--- src/hdl/irbsfa_pkg.sv ---
`default_nettype none
package irbsfa_pkg;

  localparam int AngleW   = 11;
  localparam int CodeW    = 8;
  localparam int StateW   = 2;
  localparam int RunW     = 2;
  localparam int AddrW    = 4;
  localparam int DataW    = 32;
  localparam int MaxAngle = 1275;

  localparam int DefSamplesPerGroup = 3;

  localparam logic [CodeW-1:0]  WeakStrengthRst = 8'd10;
  localparam logic [AngleW-1:0] JumpLimitRst    = 11'd70;
  localparam logic [RunW-1:0]   ConfirmCountRst = 2'd2;
  localparam logic [AngleW-1:0] LostLimitRst    = 11'd1000;

  // seeker states that force a zero average
  localparam logic [StateW-1:0] BallLost   = 2'd1;
  localparam logic [StateW-1:0] BallHidden = 2'd2;

  typedef enum logic [1:0] {
    REG_WEAK_STRENGTH = 2'd0,
    REG_JUMP_LIMIT    = 2'd1,
    REG_CONFIRM_COUNT = 2'd2,
    REG_LOST_LIMIT    = 2'd3
  } reg_idx_t;

  typedef struct packed {
    logic [CodeW-1:0]  first_angle;
    logic [CodeW-1:0]  first_strength;
    logic [CodeW-1:0]  second_angle;
    logic [CodeW-1:0]  second_strength;
    logic [StateW-1:0] ball_state_in;
  } in_t;

  typedef struct packed {
    logic [AngleW-1:0] average_angle;
    logic [StateW-1:0] ball_state_out;
  } out_t;

endpackage
`default_nettype wire

--- src/hdl/ir_bearing_spike_filter_average_core.sv ---
// a group's last reading is registered in the input stage, its sum in the group result stage, then its result word
// is registered at the output; throughput: one reading per cycle; a result waiting on out_stall does not block
// intake until the internal result stage is also full
// reset (rst, synchronous): clears the filter state, group count and valid flags,
// and loads the register defaults
`default_nettype none
module ir_bearing_spike_filter_average_core #(
  parameter int SAMPLES_PER_GROUP = irbsfa_pkg::DefSamplesPerGroup
) (
  input  wire logic                         clk,
  input  wire logic                         rst,
  input  wire logic                         psel,
  input  wire logic                         penable,
  input  wire logic                         pwrite,
  input  wire logic [irbsfa_pkg::AddrW-1:0] paddr,
  input  wire logic [irbsfa_pkg::DataW-1:0] pwdata,
  output logic      [irbsfa_pkg::DataW-1:0] prdata,
  output logic                              pready,
  input  wire irbsfa_pkg::in_t              in_data,
  input  wire logic                         in_valid,
  output logic                              in_stall,
  output irbsfa_pkg::out_t                  out_data,
  output logic                              out_valid,
  input  wire logic                         out_stall
);
  import irbsfa_pkg::*;

  localparam int N     = SAMPLES_PER_GROUP;
  localparam int IdxW  = (N > 1) ? $clog2(N) : 1;
  localparam int SumW  = $clog2(MaxAngle * N + 1);
  // reciprocal exact for all sums below 2**SumW with N up to 8
  localparam int K     = SumW + 3;
  localparam longint unsigned RecipL = ((64'd1 << K) + 64'(N) - 64'd1) / 64'(N);
  localparam logic [K:0] Recip = (K+1)'(RecipL);
  localparam logic [IdxW-1:0] LastIdx = IdxW'(N - 1);

  // configuration
  logic [CodeW-1:0]  weak_strength;
  logic [AngleW-1:0] jump_limit;
  logic [RunW-1:0]   confirm_count;
  logic [AngleW-1:0] lost_limit;
  logic              cfg_wr;

  assign pready = 1'b1;
  assign cfg_wr = psel && penable && pwrite;

  always_ff @(posedge clk) begin
    if (rst) begin
      weak_strength <= WeakStrengthRst;
      jump_limit    <= JumpLimitRst;
      confirm_count <= ConfirmCountRst;
      lost_limit    <= LostLimitRst;
    end else if (cfg_wr) begin
      case (reg_idx_t'(paddr[3:2]))
        REG_WEAK_STRENGTH: weak_strength <= pwdata[CodeW-1:0];
        REG_JUMP_LIMIT:    jump_limit    <= pwdata[AngleW-1:0];
        REG_CONFIRM_COUNT: confirm_count <= pwdata[RunW-1:0];
        REG_LOST_LIMIT:    lost_limit    <= pwdata[AngleW-1:0];
        default: ;
      endcase
    end
  end

  always_comb begin
    case (reg_idx_t'(paddr[3:2]))
      REG_WEAK_STRENGTH: prdata = DataW'(weak_strength);
      REG_JUMP_LIMIT:    prdata = DataW'(jump_limit);
      REG_CONFIRM_COUNT: prdata = DataW'(confirm_count);
      REG_LOST_LIMIT:    prdata = DataW'(lost_limit);
      default:           prdata = '0;
    endcase
  end

  // pipeline control
  logic s1_valid;
  in_t  s1_data;
  logic s2_valid;
  logic [SumW-1:0]   s2_sum;
  logic [StateW-1:0] s2_state;
  logic out_ready, s2_ready, s1_adv, s1_last, in_acc;

  assign out_ready = !out_valid || !out_stall;
  assign s2_ready  = !s2_valid || out_ready;
  assign s1_adv    = s1_valid && (!s1_last || s2_ready);
  assign in_stall  = s1_valid && !s1_adv;
  assign in_acc    = in_valid && !in_stall;

  always_ff @(posedge clk) begin
    if (rst) begin
      s1_valid <= 1'b0;
    end else if (in_acc) begin
      s1_valid <= 1'b1;
    end else if (s1_adv) begin
      s1_valid <= 1'b0;
    end
  end

  always_ff @(posedge clk) begin
    if (in_acc) begin
      s1_data <= in_data;
    end
  end

  // spike filter
  logic [AngleW-1:0] accepted_angle, accepted_angle_next;
  logic [RunW-1:0]   jump_run, jump_run_next, run_inc;
  logic [SumW-1:0]   group_sum, sum_next;
  logic [IdxW-1:0]   group_index;
  logic [CodeW-1:0]  code;
  logic [AngleW-1:0] angle, diff, filt;
  logic              jump, confirm;

  always_comb begin
    code    = (s1_data.second_strength < weak_strength) ? s1_data.first_angle
                                                       : s1_data.second_angle;
    angle   = {1'b0, code, 2'b00} + {3'b000, code};
    diff    = (angle > accepted_angle) ? angle - accepted_angle
                                       : accepted_angle - angle;
    jump    = diff > jump_limit;
    run_inc = jump_run + 2'd1;
    confirm = run_inc == confirm_count;
    filt    = (jump && !confirm) ? accepted_angle : angle;
    accepted_angle_next = filt;
    jump_run_next = (jump && !confirm) ? run_inc : '0;
    sum_next = group_sum + SumW'(filt);
    s1_last  = group_index == LastIdx;
  end

  always_ff @(posedge clk) begin
    if (rst) begin
      accepted_angle <= '0;
      jump_run       <= '0;
      group_sum      <= '0;
      group_index    <= '0;
    end else if (s1_adv) begin
      accepted_angle <= accepted_angle_next;
      jump_run       <= jump_run_next;
      if (s1_last) begin
        group_sum   <= '0;
        group_index <= '0;
      end else begin
        group_sum   <= sum_next;
        group_index <= group_index + 1'b1;
      end
    end
  end

  // group result stage
  always_ff @(posedge clk) begin
    if (rst) begin
      s2_valid <= 1'b0;
    end else if (s1_adv && s1_last) begin
      s2_valid <= 1'b1;
    end else if (out_ready) begin
      s2_valid <= 1'b0;
    end
  end

  always_ff @(posedge clk) begin
    if (s1_adv && s1_last) begin
      s2_sum   <= sum_next;
      s2_state <= s1_data.ball_state_in;
    end
  end

  // mean by reciprocal multiply, then the lost check
  logic [SumW+K:0]   prod;
  logic [AngleW-1:0] avg;
  logic [StateW-1:0] state_res;
  out_t              res;

  always_comb begin
    prod      = (SumW+K+1)'(s2_sum) * (SumW+K+1)'(Recip);
    avg       = AngleW'(prod >> K);
    state_res = (avg > lost_limit) ? BallLost : s2_state;
    res.ball_state_out = state_res;
    res.average_angle  = (state_res == BallLost || state_res == BallHidden) ? '0 : avg;
  end

  always_ff @(posedge clk) begin
    if (rst) begin
      out_valid <= 1'b0;
    end else if (out_ready) begin
      out_valid <= s2_valid;
    end
  end

  always_ff @(posedge clk) begin
    if (out_ready && s2_valid) begin
      out_data <= res;
    end
  end

`ifndef ASSERT_OFF
  a_zero_when_held: assert property (@(posedge clk) disable iff (rst)
    out_valid && (out_data.ball_state_out == BallLost ||
                  out_data.ball_state_out == BallHidden)
    |-> out_data.average_angle == '0)
    else $error("nonzero average with lost or hidden state");

  a_index_range: assert property (@(posedge clk) disable iff (rst)
    group_index <= LastIdx)
    else $error("group index past end of group");

  a_small_jump_clears: assert property (@(posedge clk) disable iff (rst)
    s1_adv && !jump |=> jump_run == '0 && accepted_angle == $past(angle))
    else $error("small jump did not accept angle");

  a_result_only_at_end: assert property (@(posedge clk) disable iff (rst)
    s1_adv && !s1_last |=> group_index != '0)
    else $error("group count wrapped early");
`endif

endmodule
`default_nettype wire

--- config.mk ---
export PLATFORM = sky130hd
export DESIGN_NAME = ir_bearing_spike_filter_average_core
export DESIGN_NICKNAME = d
export VERILOG_FILES = /design/src/hdl/irbsfa_pkg.sv /design/src/hdl/ir_bearing_spike_filter_average_core.sv
export SDC_FILE = /design/constraint.sdc
export NUM_CORES = 1
export LEC_CHECK = 0
export BUFFER_PORTS_ARGS = -buffer_cell sky130_fd_sc_hd__buf_2
export CAP_MARGIN = 25
export CORE_AREA = 2 2 173 107
export CTS_CLUSTER_SIZE = 28
export DETAILED_ROUTE_END_ITERATION = 7
export DIE_AREA = 0 0 175 109
export PLACE_DENSITY_LB_ADDON = 0.3
export SYNTH_ARGS = -nofsm -noshare
export SYNTH_HDL_FRONTEND = slang
export SYNTH_SLANG_ARGS = --single-unit
--- constraint.sdc ---
create_clock -name clk -period 10.81 [get_ports clk]
set_input_delay 1.081 -clock clk [delete_from_list [all_inputs] [get_ports clk]]
set_output_delay 1.081 -clock clk [all_outputs]
set_load 0.005 [all_outputs]
==> After elaboration in Yosys (flattened, before gate mapping) <==
Index checks and enable logic that the tools add are counted.
W data, S select, Z words.
{ "totals": {"regBits": 115, "wordCells": 75} }
{ "classes": {"addsub": 6, "multipliers": 1, "order_cmp": 4, "n_eq_ne": 7, "n_mux": 12, "n_reduce_logical": 26} }
{ "ops": {"columns": ["op", "n"], "rows": [
  ["$pmux W32 S4", 1],
  ["$gt A11 B11 Y1", 3],
  ["$mul A12 B14 Y26 const B", 1],
  ["$mux W11", 2],
  ["$sub A11 B11 Y11", 2],
  ["$add A12 B11 Y12", 1],
  ["$mux W12", 1],
  ["$add A10 B8 Y11", 1],
  ["$eq A2 B2 Y1 const B", 4],
  ["$logic_and A1 B1 Y1", 8],
  ["$lt A8 B8 Y1", 1],
  ["$mux W8", 1],
  ["$reduce_and A2 Y1", 4],
  ["$logic_not A1 Y1", 7],
  ["$mux W2", 3],
  ["$add A2 B1 Y2 const B", 2],
  ["$eq A2 B1 Y1 const B", 2],
  ["$logic_or A1 B1 Y1", 4],
  ["$mux W1", 4],
  ["$reduce_bool A2 Y1", 2],
  ["$eq A2 B2 Y1", 1],
  ["$logic_not A2 Y1", 1]
]} }

==> Longest topological paths before layout <==
Gate-level depths: netlist (run 1).
{ "depth": {"word_depth": 10, "ltp_mapped": 45, "ltp_nobuf": 41} }

==> Worst setup path after synthesis (run 1) <==
No wires, ideal clock.
{ "synth_timing": {"path_type": "reg-to-reg", "start": "register weak_strength[7]", "end": "register s2_sum[11], data pin", "setup_ns": 0.273, "t_arrival_ns": 8.805, "required_ns": 10.537, "slack_ns": 1.732, "path_stages_with_launch": 39, "period_less_slack_ns": 9.078, "path_cell_list": "dfxtp_1 > inv_1 > ha_1 > nand4_1 > o31ai_4 > buf_6 > mux2_2 > ha_1 > maj3_1 > or4_1 > a31oi_1 > o41ai_4 > mux2i_1 > nand2_1 > ha_1 > clkbuf_1 > nand2_1 > or3_1 > [... 3 more ...] > or3_1 > a31oi_1 > xnor2_1 > ha_1 > and3_1 > a22o_1 > o41ai_1 > buf_2 > clkbuf_1 > nand2_1 > o21ai_1 > ha_1 > or3_1 > o21ai_0 > a21oi_1 > a41o_1 > o41ai_1 > xnor2_1"} }
{ "synth_between": {"elab_chain_cells": 9, "word_cells_on_any_way": 11, "cone_classes": "add/sub (4); order compare (3); mux (3); reduce/logical (1)"} }
{ "synth_lines": {"columns": ["item", "line_no", "text"], "rows": [
  ["start: declaration", "ir_bearing_spike_filter_average_core.sv:38", "logic [CodeW-1:0] weak_strength;"],
  ["start signal: assignment", "ir_bearing_spike_filter_average_core.sv:49", "weak_strength <= WeakStrengthRst;"],
  ["start signal: assignment", "ir_bearing_spike_filter_average_core.sv:55", "REG_WEAK_STRENGTH: weak_strength <= pwdata[CodeW-1:0];"],
  ["$lt A8 B8 Y1 (*)", "ir_bearing_spike_filter_average_core.sv:114", "code = (s1_data.second_strength < weak_strength) ? s1_data.first_angle"],
  ["$mux W8 (*)", "ir_bearing_spike_filter_average_core.sv:114", null],
  ["$add A10 B8 Y11 (*)", "ir_bearing_spike_filter_average_core.sv:116", "angle = {1'b0, code, 2'b00} + {3'b000, code};"],
  ["$sub A11 B11 Y11 (tied with other cells)", "ir_bearing_spike_filter_average_core.sv:118", ": accepted_angle - angle;"],
  ["$mux W11", "ir_bearing_spike_filter_average_core.sv:117", "diff = (angle > accepted_angle) ? angle - accepted_angle"],
  ["$gt A11 B11 Y1", "ir_bearing_spike_filter_average_core.sv:119", "jump = diff > jump_limit;"],
  ["$logic_and A1 B1 Y1", "ir_bearing_spike_filter_average_core.sv:122", "filt = (jump && !confirm) ? accepted_angle : angle;"],
  ["$mux W11 (*)", "ir_bearing_spike_filter_average_core.sv:122", null],
  ["via accepted_angle_next[4]", "ir_bearing_spike_filter_average_core.sv:105", "logic [AngleW-1:0] accepted_angle, accepted_angle_next;"],
  ["$add A12 B11 Y12 (*)", "ir_bearing_spike_filter_average_core.sv:125", "sum_next = group_sum + SumW'(filt);"],
  ["via sum_next[11]", "ir_bearing_spike_filter_average_core.sv:107", "logic [SumW-1:0] group_sum, sum_next;"],
  ["end signal: assignment", "ir_bearing_spike_filter_average_core.sv:161", "s2_sum <= sum_next;"],
  ["end: declaration", "ir_bearing_spike_filter_average_core.sv:78", "logic [SumW-1:0] s2_sum;"]
]} }
The timed path passes the listed nets; every way through them passes the cells marked *.
A chain may end at the register's enable or synchronous reset.

==> Final worst setup path (run 1) <==
Ends and elaborated chain as after synthesis.

==> impl_metrics.yaml, run 1 <==
critical_path:
  critPathTopFamily: "compound AO/OA/AOI/OAI gates"
  cp.required_ns: 10.94
  path_common_cell: "ha_1"
  critPathMaxStageDelay_ns: 0.72
  critPathCaptureType: "flip-flop"
  cp_max_fo: 16
  cp-start-kind: "flip-flop"
  crit_slowest_cell: "o41ai_1"
  worstSetupPathType: "flip-flop to flip-flop"
  cp.arrival_ns: 10.37
  path_buf_inv: 2
floorplanning:
  die_h_um: 109
  die_w_um: 175
  row_count: 38
  initial_utilization_pct: 54.06
  io_pins: 125
  coreArea_mm2: 0.01764
  die-area_mm2: 0.01908
run:
  cap_violations: 0
global_routing:
  antenna_found_initial: 0
  grt_max_degree: 49
  grt_overflow: 0
  grt_usage_pct: 23.91
  grt_pass1_vias: 6894
  grt_pass1_wl_um: 35310
drt:
  ant_nets: 0
  wire_per_inst_um: 16.78
  drtIter0Drc: 533
  drc: 1
  vias: 7106
  vias_per_cell: 5.441
  drtPass1Iterations: 7
  routed_wl_um: 21920
placement:
  hpwl_um: 17080
  gp_congestion: 0.8745
  port-buffer-count: 71
status:
  violations: "DRC"
  status: "finished with violations"
final_layout:
  drive_gt1_share_pct: 14.26
  syn_to_final_growth_pct: 11.80
  layout.nets: 1313
  antennaDiodeCount: 0
power:
  leakage_nw: 4.928
  power_density_mw_per_mm2: 248.9
  peakVddDrop_uv: 135.9
clock_network:
  clock_sinks: 115
  h-tree-depth: 4
  clk_pin_slew_ns: 0.07
  cts_tree: "yes"
  cts_made_buffers: 17
  cts.path.max_buffers: 2
  ctsHoldBuffers: 0
  clockRootBuffer: "clkbuf_16"
  clock_latency_ns: 0.42
sta:
  final.setup_skew_ns: 0.01363
  fin_crit_sh_pct: 94.74
  finalSetupViolCount: 0
  hold_viol_final: 0
  fin_crit_ns: 10.24
  tns_ns: 0
  slew_headroom_pct: 40.26
  worst_hold_slack_ns: 0.4191
  maxSlewViolCount: 0
  rsz0062_at_grt: "false"
  max_slew.worst_pin.slew_ns: 0.8845
  clock.fmax_mhz: 97.64
synthesis:
  yosys.area.top_type: "ha_1"
  yosys.cell_types.count: 80
  synth_top_area_share_pct: 18.11
  yosysSeqAreaShare_pct: 29.71
  synth_edf_count: 53
  ys_ff_latch: 115
  async_flop_share_pct: 0
  synth_area_per_cell_um2: 9.720
  synth_area_leaders: "ha_1 (18%), edfxtp_1 (17%), dfxtp_1 (13%)"
  syn_inst: 981
  ys_warn_count: 0
  yosys_most_used_dff: "dfxtp_1"
  syn_area_mm2: 0.009535
worst_hold_path:
  hold_path.class: "flip-flop to flip-flop"
==> final timing paths <==
check,start,end,slack (ns),cells after the start
worst min register to register,s1_data[1],s2_state[1],0.42,0
worst min-delay path,s1_data[1],s2_state[1],0.42,0
worst max register to register,weak_strength[7],s2_sum[11],0.57,37
worst max-delay path,weak_strength[7],s2_sum[11],0.57,37
==> metrics by stage <==
stage | utilization, % | instance area (µm²) | setup WS, ns | power (mW) | std cells
after floorplan | - | 9610 | 1.732 | 1.703 | 1001
after global placement | 57.07 | 10070 | 0.9131 | 2.011 | 1274
after detailed placement | 57.07 | 10070 | 0.7358 | 2.050 | 1274
after CTS | 60.39 | 10650 | 0.6722 | 2.637 | 1306
after global routing | 60.43 | 10660 | 0.04972 | 2.860 | 1306
final | 60.43 | 10660 | 0.5684 | 2.653 | 1306
==> layout by cell type, fill, tap and decap left out, types with 22 or more instances in the layout <==
cell	instances
a21oi_1	49
fa_1	45
conb_1	22
ha_1	138
mux2i_1	38
dfxtp_1	62
inv_1	124
nand2_1	69
nor2_1	64
buf_2	71
edfxtp_1	53
==> report_power, final <==
group          internal [mW]  leakage [nW]  switching (mW)
Sequential             0.530          1.00          0.0299
Clock                  0.328         0.289           0.241
Combinational          0.634          3.64           0.890
Total                   1.49          4.93            1.16
==> worst reg2reg max path, delay by kind of cell, from the launching register on <==
family | cells | cell delay [ns]
AO/OA/AOI/OAI | 13 | 3.51
buffers and inverters | 2 | 0.25
multiplexers | 3 | 1.08
AND/OR/NAND/NOR | 11 | 2.40
flip-flops | 1 | 0.38
adder cells (fa/ha/maj) | 6 | 1.96
XOR/XNOR | 2 | 0.40
==> logic make-up (layout without fill, tap and decap cells) <==
| logic type | Yosys count | in the layout | synth area share [%] |
|---|---|---|---|
| multiplexers | 49 | 49 | 5.524 |
| adder cells (fa/ha/maj) | 184 | 184 | 27.66 |
| XOR/XNOR | 36 | 36 | 3.385 |
| buffers and inverters | 177 | 242 | 7.991 |
| flip-flops | 115 | 115 | 29.71 |
| other | 2 | 22 | 0.07876 |
| AO/OA/AOI/OAI | 192 | 192 | 14.25 |
| AND/OR/NAND/NOR | 226 | 226 | 11.40 |
==> flip-flops by register name, indices dropped and copies added, names as in the netlist, 8 cells and up <==
signal / count
s1_data: 26
out_data: 13
group_sum: 12
s2_sum: 12
accepted_angle: 11
jump_limit: 11
lost_limit: 11
weak_strength: 8
==> timing repair <==
item	CTS	global route
endpoints found under the setup margin	0	2
resized for setup	0	1
setup buffers	0	0
==> routing by layer <==
| metal | up-vias | share of wire [%] | track usage [%] |
|---|---|---|---|
| met5 | - | 0 | 0 |
| met4 | 0 | 0.56 | 3.512 |
| met3 | 12 | 6.3 | 5.126 |
| met2 | 206 | 41 | 35.09 |
| met1 | 3353 | 52 | 36.66 |
| li1 | 3535 | - | - |
==> synthesized netlist by cell type (4+ instances only) <==
library cell / n
xnor2_1: 19
nor2_1: 64
mux2i_1: 38
o21ai_1: 10
a21o_1: 13
nor3_1: 18
clkbuf_1: 15
mux2_2: 9
dfxtp_1: 62
a21oi_1: 49
a211oi_1: 8
edfxtp_1: 53
buf_2: 6
inv_1: 124
inv_2: 5
nor2b_1: 16
ha_1: 138
a22oi_1: 10
and3b_1: 6
fa_1: 45
or3_1: 6
o21ai_0: 18
nand2b_1: 7
o22ai_1: 7
o21a_1: 10
a21oi_2: 4
nand2_1: 69
xor2_1: 16
nand3_1: 11
o211ai_1: 14
and2_1: 6
nand4_1: 6
buf_4: 22
a31oi_1: 11
==> cell type report <==
type / count / area (µm²)
Multi-Input combinational cell: 709 / 6031
Inverter: 130 / 488.0
Sequential cell: 115 / 2833
Tap cell: 240 / 300.3
Clock buffer: 17 / 425.4
Fill cell: 1445 / 6979
Timing Repair Buffer: 80 / 422.9
Clock inverter: 15 / 160.2
No activity file was read; power rests on OpenSTA's default activity.
==> run 2, diff against run 1 <==
==> constraint.sdc (replaced) <==
create_clock -name clk -period 10.81 [get_ports clk]
set_input_delay 0.5405 -clock clk [delete_from_list [all_inputs] [get_ports clk]]
set_output_delay 0.5405 -clock clk [all_outputs]
set_load 0.005 [all_outputs]
==> run 2 against run 1 <==
Via count is 1.4% higher. The flow now finishes without violations. Clock-buffer cell count is 1 higher. Total power is 0.68% higher. Non-clock buffer count is 1 higher. Design area is 0.47% higher. Largest power group unchanged. First-iteration DRC count is 15% higher. Register-to-register slack better by 0.18 ns. Die area stayed put. Clock power is 6.0% higher. Critical path depth is 1 higher. Hold slack worse by 0.13 ns.
==> impl_metrics.yaml, run 2 (synthesis gave the netlist of run 1 again) <==
status:
  status: "finished, final reports clean"
power:
  sw_frac_of_total_pct: 42.96
  pwr-share-seq_pct: 20.9
  p_int_mw: 1.523
  power_density_mw_per_mm2: 249.4
  p_sw_mw: 1.148
  combinationalPowerShare_pct: 56.5
  clkPwrFrac_pct: 22.6
  leakage_nw: 4.951
  peakVddDrop_uv: 212.2
  power_mw: 2.671
placement:
  hpwl_um: 17240
  gp_congestion: 0.8913
  placed_area_mm2: 0.01006
  dp.cells: 1273
  place_ws_ns: 0.6067
  port-buffer-count: 71
critical_path:
  crit_slowest_cell: "o31ai_4"
  cp_max_fo: 21
  cp.required_ns: 11.18
  critPathCaptureType: "flip-flop"
  path_common_cell: "ha_1"
  critPathMaxStageDelay_ns: 0.45
  r2r_cells: 38
  worstSetupPathType: "flip-flop to flip-flop"
  cp-start-kind: "flip-flop"
  cp.arrival_ns: 10.43
drt:
  vias: 7206
  vias_per_cell: 5.513
  drtPass1Iterations: 5
  ant_nets: 0
  drc: 0
  routed_wl_um: 22260
  wire_per_inst_um: 17.03
  drtIter0Drc: 613
sta:
  hold_viol_final: 0
  final.setup_skew_ns: 0.01537
  maxSlewViolCount: 0
  finalSetupViolCount: 0
  fin_crit_sh_pct: 93.10
  tns_ns: 0
  fin_crit_ns: 10.06
  slew_headroom_pct: 46.48
  rsz0062_at_grt: "false"
  finalWorstSetupSlack_ns: 0.7459
  worst_hold_slack_ns: 0.2934
  clock.fmax_mhz: 99.36
  max_slew.worst_pin.slew_ns: 0.7985
clock_network:
  clock_sinks: 115
  cts_tree: "yes"
  h-tree-depth: 4
  clock_latency_ns: 0.42
  clk_pin_slew_ns: 0.07
  ctsHoldBuffers: 0
  cts.path.max_buffers: 2
  clockRootBuffer: "clkbuf_16"
  cts_made_buffers: 17
floorplanning:
  die-area_mm2: 0.01908
  initial_utilization_pct: 54.06
  die_h_um: 109
  io_pins: 125
  row_count: 38
  coreArea_mm2: 0.01764
  die_w_um: 175
global_routing:
  grt_pass1_vias: 7023
  grt_max_degree: 49
  grt_pass1_wl_um: 35990
  grt_overflow: 0
  grt_usage_pct: 24.39
  antenna_found_initial: 1
worst_hold_path:
  hold_path.class: "input port to flip-flop"
  whs_path_depth: 1
final_layout:
  drive_gt1_share_pct: 14.34
  final_core_util_pct: 60.72
  final_cell_area_mm2: 0.01071
  fillers: 1419
  fin_cells: 1307
  syn_to_final_growth_pct: 12.32
  largest_register_ffs: 26
  layout_common_cells: "ha_1 (138), inv_1 (124), buf_2 (71), nand2_1 (69), nor2_1 (64)"
  top_register: "s1_data"
  antennaDiodeCount: 0
  largest_registers: "s1_data: 26 flops, out_data: 13 flops"
  layout_commonest_cell: "ha_1"
  layout.nets: 1314
run:
  cap_violations: 0
## run 2: routing by layer
metal | global-route usage, % | wire length [µm]
met1 | 37.84 | 11490
met2 | 34.81 | 8956
met3 | 4.358 | 1504
met4 | 5.952 | 303
met5 | 0 | 7
## run 2: power groups by stage
stage | logic [mW] | clock network (mW) | registers, mW
CTS | 1.49 | 0.605 | 0.559
floorplan | 1.14 | 0 | 0.559
finish | 1.51 | 0.603 | 0.559
global route | 1.69 | 0.626 | 0.564
global placement | 1.44 | 0 | 0.567
detailed placement | 1.47 | 0 | 0.568
## run 2: area by class of cell
class / count / area (µm²) / share of cell area, %
well taps: 240 / 300.3 / 2.804
clock buffers: 18 / 429.2 / 4.007
flip-flops and latches: 115 / 2833 / 26.45
clock inverters: 14 / 191.4 / 1.787
inverters: 130 / 488.0 / 4.556
multi-input cells: 709 / 6038 / 56.38
repair buffers: 81 / 430.4 / 4.019
## run 2: worst max-delay path: cells and delay by family, from the launching register on
kind	cells	cell delay, ns
AO/OA/AOI/OAI	14	2.99
XOR/XNOR	2	0.56
adder cells (fa/ha/maj)	7	2.28
buffers and inverters	3	0.47
flip-flops	1	0.38
multiplexers	3	1.08
AND/OR/NAND/NOR	9	2.22
## run 2: final timing paths
check	endpoint	from	slack (ns)
worst min register to register	s2_state[0]	s1_data[0]	0.42
worst max-delay path	group_sum[10]	weak_strength[7]	0.75
worst min-delay path	s1_data[1]	in_data[1]	0.29
worst max register to register	group_sum[10]	weak_strength[7]	0.75
## run 2: what timing repair did
action / CTS / global route
endpoints found under the setup margin: 0 / 5
setup buffers: 0 / 2
endpoints found under the hold margin: 0 / 0
resized for setup: 0 / 2
==> run 3, diff against run 2 <==
- REMOVE_ABC_BUFFERS: unset -> 1
==> run 3 against run 2 <==
Via count fell by 1.5%. Maximum frequency grew 0.88%. Non-clock buffer count fell by 1. Design area is 0.61% lower. Final cell count is essentially flat. Die area is the same. Critical path depth stayed put. Wire length decreased by 5.3%. Combinational power about the same. First-iteration DRC count down 14%. Sequential share of layout area grew 0.16 points.
==> impl_metrics.yaml, run 3 (synthesis gave the netlist of run 1 again) <==
status:
  status: "finished, final reports clean"
global_routing:
  grt_usage_pct: 23.19
  grt_overflow: 0
  grt_pass1_wl_um: 34550
  grt_max_degree: 49
  grt_pass1_vias: 6722
  antenna_found_initial: 0
clock_network:
  cts_made_buffers: 17
  clk_pin_slew_ns: 0.06
  h-tree-depth: 4
  clock_latency_ns: 0.42
  post_cts_buffers: 0
  cts_tree: "yes"
  ctsHoldBuffers: 0
  clock_sinks: 115
  cts.path.max_buffers: 2
  clockRootBuffer: "clkbuf_16"
final_layout:
  layout_common_cells: "ha_1 (138), inv_1 (124), buf_2 (71), nand2_1 (69), nor2_1 (64)"
  area.sequential_mm2: 0.002833
  antennaDiodeCount: 0
  layout_commonest_cell: "ha_1"
  fillers: 1488
  multi_input_area_mm2: 0.006035
  top_register: "s1_data"
  layout.nets: 1313
  drive_gt1_share_pct: 14.26
  final_core_util_pct: 60.35
  largest_registers: "s1_data: 26 flops, out_data: 13 flops"
  largest_register_ffs: 26
  syn_to_final_growth_pct: 11.64
floorplanning:
  row_count: 38
  io_pins: 125
  die-area_mm2: 0.01908
  coreArea_mm2: 0.01764
  initial_utilization_pct: 54.06
  die_w_um: 175
  die_h_um: 109
critical_path:
  cp.required_ns: 10.93
  worstSetupPathType: "flip-flop to flip-flop"
  critPathMaxStageDelay_ns: 0.58
  crit_slowest_cell: "o41ai_1"
  cp-start-kind: "flip-flop"
  cp_max_fo: 17
  path_common_cell: "ha_1"
  critPathCaptureType: "flip-flop"
  cp.arrival_ns: 10.10
drt:
  wire_per_inst_um: 16.13
  routed_wl_um: 21070
  drtPass1Iterations: 7
  vias_per_cell: 5.433
  drc: 0
  vias: 7096
  drtIter0Drc: 530
  ant_nets: 0
sta:
  clock.fmax_mhz: 100.2
  worst_hold_slack_ns: 0.2951
  hold_viol_final: 0
  fin_crit_ns: 9.976
  maxSlewViolCount: 0
  fin_crit_sh_pct: 92.29
  finalSetupViolCount: 0
  slew_headroom_pct: 37.33
  max_slew.worst_pin.slew_ns: 0.9349
  tns_ns: 0
  finalWorstSetupSlack_ns: 0.8336
  rsz0062_at_grt: "false"
  final.setup_skew_ns: 0.01351
worst_hold_path:
  hold_path.class: "input port to flip-flop"
placement:
  place_ws_ns: 0.8977
  gp_congestion: 0.8771
  port-buffer-count: 71
  hpwl_um: 16650
power:
  p_int_mw: 1.479
  pwr-share-seq_pct: 21.3
  peakVddDrop_uv: 154.3
  power_density_mw_per_mm2: 245.6
  p_sw_mw: 1.136
  clkPwrFrac_pct: 20.5
  power_mw: 2.615
  sw_frac_of_total_pct: 43.45
  combinationalPowerShare_pct: 58.2
  leakage_nw: 4.918
run:
  cap_violations: 0
## run 3: repair_timing
action,CTS,global route
endpoints found under the hold margin,0,0
endpoints found under the setup margin,0,3
resized for setup,0,1
## run 3: worst paths after layout
kind	startpoint	endpoint	slack [ns]	depth (start not counted)
max	weak_strength[6]	s2_sum[11]	0.83	38
min	in_data[3]	s1_data[3]	0.30	1
max reg2reg	weak_strength[6]	s2_sum[11]	0.83	38
min reg2reg	s1_data[1]	s2_state[1]	0.41	0
## run 3: through the flow
| stage | instance area, µm² | instances |
|---|---|---|
| floorplan | 9336 | 954 |
| global placement | 10070 | 1274 |
| detailed placement | 10070 | 1274 |
| CTS | 10630 | 1306 |
| global route | 10650 | 1306 |
| finish | 10650 | 1306 |
## run 3: power groups by stage
stage	logic (mW)	registers (mW)	clock network, mW
2_1_floorplan	1.12	0.559	0
3_3_place_gp	1.43	0.565	0
3_5_place_dp	1.46	0.567	0
4_1_cts	1.48	0.558	0.543
5_1_grt	1.70	0.562	0.567
6_report	1.52	0.558	0.536
## run 3: layout make-up
cell class	count	area share (%)
Sequential cell	115	26.61
Clock buffer	18	4.231
Timing Repair Buffer	80	3.973
Clock inverter	14	1.093
Tap cell	240	2.821
Multi-Input combinational cell	709	56.69
Inverter	130	4.584
## run 3: metal layers
layer	wire length [µm]	global-route usage, %	up-vias
met5	0	0	-
li1	-	-	3535
met2	8079	31.65	236
met1	11190	36.59	3312
met3	1672	5.300	13
met4	125	5.060	0
## run 3: critical path: cells and delay by family (launching register included)
kind                       cells  cell delay, ns
AOI/OAI and AO/OA             13            3.38
xor gates and xnor gates       4            0.93
adders and majority gates      5            1.49
buffers and inverters          4            0.92
DFF                            1            0.38
muxes                          3            0.89
and+or+nand+nor                9            1.68
